### src/tcpq_pkg.sv
// ----------------------------------------------------------------------------
// tcpq_pkg
// shared types and constants for the two-class priority queue
// ----------------------------------------------------------------------------
package tcpq_pkg;

	localparam int QUEUE_DEPTH = 128;
	localparam int IDX_W       = (QUEUE_DEPTH > 1) ? $clog2(QUEUE_DEPTH) : 1;
	localparam int TAG_W       = 16;
	localparam int AGE_W       = 8;
	localparam int ENTRY_W     = TAG_W + AGE_W;

	localparam logic [AGE_W-1:0] AGE_THRESHOLD_RESET = 8'd65;

	// request kinds
	localparam logic KIND_ENQ = 1'b0;
	localparam logic KIND_DEQ = 1'b1;

	typedef enum logic [1:0] {
		ST_ENQUEUED = 2'd0,
		ST_REJECTED = 2'd1,
		ST_SERVED   = 2'd2,
		ST_EMPTY    = 2'd3
	} status_t;

	// commands into one queue lane
	typedef struct packed {
		logic push;
		logic pop;
	} lane_req_t;

	// lane status back to the top level
	typedef struct packed {
		logic empty;
		logic at_last;
	} lane_stat_t;

endpackage

### src/tcpq_lane.sv
// ----------------------------------------------------------------------------
// tcpq_lane
// one linear array queue: entry memory plus head, tail and empty flag
// ----------------------------------------------------------------------------
module tcpq_lane (
	input  logic                         clk,
	input  logic                         arst_n,
	input  tcpq_pkg::lane_req_t          req,
	input  logic [tcpq_pkg::ENTRY_W-1:0] wr_entry,
	output tcpq_pkg::lane_stat_t         stat,
	output logic [tcpq_pkg::ENTRY_W-1:0] rd_entry
);
	import tcpq_pkg::*;

	localparam logic [IDX_W-1:0] LAST_IDX = IDX_W'(QUEUE_DEPTH - 1);

	logic [ENTRY_W-1:0] mem_q [QUEUE_DEPTH];
	logic [IDX_W-1:0]   head_q;
	logic [IDX_W-1:0]   tail_q;
	logic               empty_q;
	logic [IDX_W-1:0]   wr_idx;
	logic [ENTRY_W-1:0] rd_q;

	assign stat.empty   = empty_q;
	assign stat.at_last = (tail_q == LAST_IDX);
	assign rd_entry     = rd_q;

	// first item of a drained queue lands at slot 0
	assign wr_idx = empty_q ? '0 : tail_q + IDX_W'(1);

	always_ff @(posedge clk) begin
		if (req.push) begin
			mem_q[wr_idx] <= wr_entry;
		end
		if (req.pop) begin
			rd_q <= mem_q[head_q];
		end
	end

	always_ff @(posedge clk or negedge arst_n) begin
		if (!arst_n) begin
			head_q  <= '0;
			tail_q  <= '0;
			empty_q <= 1'b1;
		end else if (req.push) begin
			if (empty_q) begin
				head_q <= '0;
			end
			tail_q  <= wr_idx;
			empty_q <= 1'b0;
		end else if (req.pop) begin
			if (head_q == tail_q) begin
				head_q  <= '0;
				tail_q  <= '0;
				empty_q <= 1'b1;
			end else begin
				head_q <= head_q + IDX_W'(1);
			end
		end
	end

endmodule

### config.mk
export PLATFORM = sky130hd
export DESIGN_NAME = tcpq_lane
export DESIGN_NICKNAME = d
export VERILOG_FILES = /design/src/tcpq_pkg.sv /design/src/tcpq_lane.sv
export SDC_FILE = /design/constraint.sdc
export NUM_CORES = 2
export LEC_CHECK = 0
export BUFFER_PORTS_ARGS = -buffer_cell sky130_fd_sc_hd__buf_2
export CORE_MARGIN = 2
export CORE_UTILIZATION = 40
export CTS_BUF_LIST = sky130_fd_sc_hd__clkbuf_8
export CTS_CLUSTER_DIAMETER = 150
export CTS_CLUSTER_SIZE = 30
export DETAILED_ROUTE_END_ITERATION = 8
export SKIP_LAST_GASP = 1
export SLEW_MARGIN = 10
export SYNTH_ARGS = -nofsm -noshare
export SYNTH_HDL_FRONTEND = slang
export SYNTH_SLANG_ARGS = --single-unit
export TNS_END_PERCENT = 10
### constraint.sdc
create_clock -name clk -period 4.1 [get_ports clk]
set_input_delay 0.82 -clock clk [delete_from_list [all_inputs] [get_ports clk]]
set_output_delay 0.82 -clock clk [all_outputs]
set_load 0.02 [all_outputs]
-- Yosys cells after proc, flatten, opt, wreduce, memory -nomap -nowiden
Memories as Yosys holds them, arrays and structs flattened. A register that Yosys moved wholly into a read port is not among the register bits.
Index checks and enable logic that the tools add are counted.
- register bits after elaboration: 15
- output and inout bits: 26
- memories kept: 1
- bits in writable memories: 3072
- add/subtract/negate cells: 2
- reduce and logical (&&, ||, !) cells: 4
- mux-type cells: 13
- eq/ne operators: 3
- memories (memory ; words ; width ; rd ports ; clocked after memory_dff ; wr ports ; line ; text):
    mem_q ; 128 ; 24 ; 1 ; 1 ; 1 ; tcpq_lane.sv:17 ; logic [ENTRY_W-1:0] mem_q [QUEUE_DEPTH];
- operator list (operator ; number):
    2-to-1 mux 7 bit ; 8
    adder 7 x 1 -> 7 bit, second input constant ; 2
    equality test 7 bit ; 1
    equality test 7 bit, second input constant ; 1
    2-to-1 mux 1 bit ; 5
    AND reduction 2 bit ; 2
    nonzero test 2 bit ; 2
    inequality test 2 x 1 -> 1 bit, second input constant ; 1

-- Longest topological paths before layout
- depth in word-level cells: 4
- depth in mapped cells: 10
- depth with buffers taken out: 6

-- Worst setup path after synthesis
Ideal clock, no wire load.
- path kind: register -> register
- from: register tail_q[1]
- to: memory mem_q[64][0] (netlist name), enable pin
- cell stages (with the launch flop): 8
- data required time: 3.695 ns
- arrival: 2.919 ns
- buffers on the path: 1
- setup time: 0.405 ns
- setup slack: 0.777 ns
- cells stage by stage: dfrtp_1 ha_1 nand2_1 or3_1 and2_1 or4b_1 buf_2 nor2_1
- longest elaborated chain between the ends: 2
- ends and longest elaborated chain (element ; line ; text):
    start: declaration ; tcpq_lane.sv:19 ; logic [IDX_W-1:0] tail_q;
    start signal: assignment ; tcpq_lane.sv:49 ; tail_q <= wr_idx;
    adder 7 x 1 -> 7 bit ; tcpq_lane.sv:29 ; assign wr_idx = empty_q ? '0 : tail_q + IDX_W'(1);
    2-to-1 mux 7 bit ; tcpq_lane.sv:29 ;
    end: declaration ; tcpq_lane.sv:17 ;
Every way passes these cells.

==> metrics.txt <==
register bit total from synthesis 3111; detailed-route wire length 327 mm; total overflow reported by the global router 0; placement-stage cell area 128000 sq um; transition at the pin with the smallest max-transition slack 1.39 ns; mean number of vias per cell 5.98; CP Launch Type flop; Worst Skew 0.105 ns; height of the die 550 um; portion of the post-synthesis area used by sequential elements 78.2%; Die Area 303000 sq um; Top cell by count, worst path sky130_fd_sc_hd__buf_12; post-route DRC violation count 0; clock transition time at the flip-flop clock pins of the worst setup and hold paths 0.17 ns; total number of H-tree levels 3; Critical Path AT 4.58 ns; max_slew headroom 6.62%; number of clock buffers inserted by TritonCTS 113; EDFF count, synth 3096; critical path capture point type flop; Initial DRC Count 7467; area delta synth->final 8.48%; Fmax 259 MHz; CP Data Required Time 4.81 ns; insertion delay of the later-clocked pin in the worst-skew pair 1.08 ns; critical path buffer and inverter count 2; number of max-slew violations in the final report 0; number of antenna violations at the first check in global routing 26; area share of the largest cell type after synthesis 77.9%; delay-heaviest family, CP compound AO/OA/AOI/OAI gates; # resized after CTS 0; total of hold buffers inserted after clock tree synthesis 1; input/output buffers 53; GRT Util Overall 21.4%; RSZ-0062 raised after global routing false; number of global-route vias before repair 56768; clk sinks 3111; Routed Antenna Nets 0; post-synthesis cell type count 61; clk root buf sky130_fd_sc_hd__clkbuf_8; largest buffer count on any clock path 3; status complete, no violations; critical-path cell list buf_12 > buf_12 > mux4_2 > a22oi_1 > nand2_1 > a2111oi_0 > a32oi_1; category of the most critical setup path flop to flop; leading register cell type out of synthesis sky130_fd_sc_hd__edfxtp_1; most frequently used cell type in the post-synthesis netlist sky130_fd_sc_hd__edfxtp_1; number of standard cells after synthesis 5491; Period minus WS final 3.86 ns; GP Congestion 0.885; Net count, final 5800; Hold Violations, Final 0; largest incremental delay on the critical path 0.90 ns; total number of vias 58564; share of final-layout standard cells stronger than drive strength 1 23.6%; wire length of the first global-routing pass 454 mm; Post-synth ARST share 0.482%; post-synthesis instance area 119000 sq um; design area 129000 sq um; count of pins on the block boundary 54; power density cells 504 nW/um^2; period utilisation layout 94.3%; clock tree from TritonCTS done; maximum number of pins on one net before global-route repair 129; starting density of the core 40.2%; average wire per standard cell 33.3 um; largest area contributor in the synthesized netlist sky130_fd_sc_hd__edfxtp_1; largest voltage drop on the vdd net 465 uV; Slowest cell on crit path sky130_fd_sc_hd__a2111oi_0; total setup buffers inserted after CTS 0; number of iterations in the first detailed-routing pass 6; LEAKAGE 39.1 nW; Syn Nets 5521; fillers 25331; crit path max fanout 25; post-synthesis area per instance 21.7 sq um; kind of path behind the tightest hold check input pin to flop; Total Power Consumption 65.3 mW; Die Span X 550 um; row count 200; Yosys warnings 0; number of max-cap violations 0; cell count after placement 9593; share of the core filled with cells in the final layout 43.6%; area of the placeable core 297000 sq um; DPL Wire Length 198 mm; Synth top cells by count sky130_fd_sc_hd__edfxtp_1, sky130_fd_sc_hd__mux4_2, sky130_fd_sc_hd__mux2i_1; number of standard cells in the layout, taps in and fillers out 9793; setup violation total in the final timing report 0; main area contributors after synthesis sky130_fd_sc_hd__edfxtp_1, sky130_fd_sc_hd__mux4_2, sky130_fd_sc_hd__mux2i_1
-- power breakdown --
| part | leakage [nW] | total [mW] | switching (mW) | internal, mW |
|---|---|---|---|---|
| combinational | 9.93 | 17.5 | 10.1 | 7.33 |
| sequential | 28.0 | 36.3 | 0.546 | 35.8 |
| clock | 1.13 | 11.5 | 8.80 | 2.70 |
-- final timing paths --
| path | from | end | slack, ns | cells past startpoint |
|---|---|---|---|---|
| max reg2reg | head_q[0] | rd_entry[3] | 0.24 | 7 |
| max | head_q[0] | rd_entry[3] | 0.24 | 7 |
| min | wr_entry[18] | mem_q[79][18] | 0.11 | 1 |
| max in group asynchronous | arst_n | head_q[0] | 3.34 | 2 |
| min in group asynchronous | arst_n | tail_q[6] | 0.41 | 2 |
| min reg2reg | tail_q[1] | tail_q[1] | 0.63 | 2 |
-- metrics by stage --
stage	TNS, ns	worst slack (ns)	hold slack [ns]
3_3_place_gp	-0.223	-0.223	0.594
2_1_floorplan	0	0.777	0.524
6_report	0	0.235	0.110
5_1_grt	0	0.246	0.0961
4_1_cts	0	0.285	0.0156
3_5_place_dp	0	0.282	0.605
-- routing by layer --
| layer | track usage, % | up-vias | part of all wire (%) | wire length, um |
|---|---|---|---|---|
| met5 | 0 | - | 0.010 | 34 |
| met4 | 7.86 | 6 | 4.0 | 13100 |
| met3 | 2.95 | 367 | 8.0 | 26200 |
| met2 | 33.8 | 2602 | 47 | 155000 |
| met1 | 30.4 | 32052 | 41 | 133000 |
| li1 | - | 23537 | - | - |
-- state kept, by name, summed over array words and instances, names as in the netlist --
name      flops
empty_q       1
rd_entry     24
mem_q      3072
head_q        7
tail_q        7
-- layout make-up --
| cell class | instances | area, sq um | share of cell area [%] |
|---|---|---|---|
| clock inverter | 56 | 264 | 0.204 |
| multi-input combinational | 2049 | 24700 | 19.0 |
| antenna | 27 | 67.6 | 0.0522 |
| inverter | 7 | 33.8 | 0.0261 |
| tap | 3939 | 4930 | 3.81 |
| sequential | 3111 | 93400 | 72.1 |
| clock buffer | 116 | 1600 | 1.23 |
| timing repair buffer | 488 | 4580 | 3.54 |
-- cell families (layout without fill, tap and decap cells) --
family,after synthesis,in the layout,share of synthesized area (%)
adder cells (fa/ha/maj),2,2,0.0210
AO/OA/AOI/OAI,592,592,3.68
multiplexers,1013,1013,14.9
buffers and inverters,331,667,1.52
XOR/XNOR,11,11,0.0807
AND/OR/NAND/NOR,431,431,1.65
flip-flops,3111,3111,78.2
other,0,27,0
-- cells in the final DEF (no fill, tap or decap), types with 8 or more instances in the layout --
| master | netlist | final |
|---|---|---|
| sky130_fd_sc_hd__edfxtp_1 | 3096 | 3096 |
| sky130_fd_sc_hd__mux4_2 | 607 | 607 |
| sky130_fd_sc_hd__mux2i_1 | 404 | 404 |
| sky130_fd_sc_hd__buf_4 | 48 | 377 |
| sky130_fd_sc_hd__nor2_2 | 1 | 122 |
| sky130_fd_sc_hd__a22oi_1 | 117 | 117 |
| sky130_fd_sc_hd__clkbuf_8 | 0 | 116 |
| sky130_fd_sc_hd__nand2_1 | 118 | 114 |
| sky130_fd_sc_hd__a211oi_1 | 101 | 101 |
| sky130_fd_sc_hd__buf_12 | 0 | 79 |
| sky130_fd_sc_hd__a22o_1 | 64 | 64 |
| sky130_fd_sc_hd__o22ai_1 | 61 | 61 |
| sky130_fd_sc_hd__inv_1 | 5 | 55 |
| sky130_fd_sc_hd__a21oi_1 | 50 | 50 |
| sky130_fd_sc_hd__nor2_1 | 172 | 43 |
| sky130_fd_sc_hd__o221ai_1 | 40 | 40 |
| sky130_fd_sc_hd__o21ai_0 | 38 | 34 |
| sky130_fd_sc_hd__nand3_1 | 33 | 31 |
| sky130_fd_sc_hd__buf_2 | 117 | 30 |
| sky130_fd_sc_hd__nor2b_1 | 32 | 29 |
| sky130_fd_sc_hd__diode_2 | 0 | 27 |
| sky130_fd_sc_hd__nor4_1 | 26 | 25 |
| sky130_fd_sc_hd__a2111oi_0 | 28 | 24 |
| sky130_fd_sc_hd__a211o_1 | 21 | 21 |
| sky130_fd_sc_hd__a31oi_1 | 19 | 19 |
| sky130_fd_sc_hd__a41o_1 | 12 | 12 |
| sky130_fd_sc_hd__a221oi_1 | 11 | 11 |
| sky130_fd_sc_hd__xor2_1 | 10 | 10 |
| sky130_fd_sc_hd__nor2_4 | 0 | 8 |
| sky130_fd_sc_hd__dfrtp_1 | 14 | 8 |
-- worst reg2reg max path, delay by kind of cell, from the launching register on --
kind                   cells  cell delay [ns]
and+or+nand+nor            1             0.11
buffers and inverters      2             0.49
muxes                      1             0.56
AOI/OAI and AO/OA          3             1.57
DFF                        1             0.82
Power figures use the tool's default switching activity.
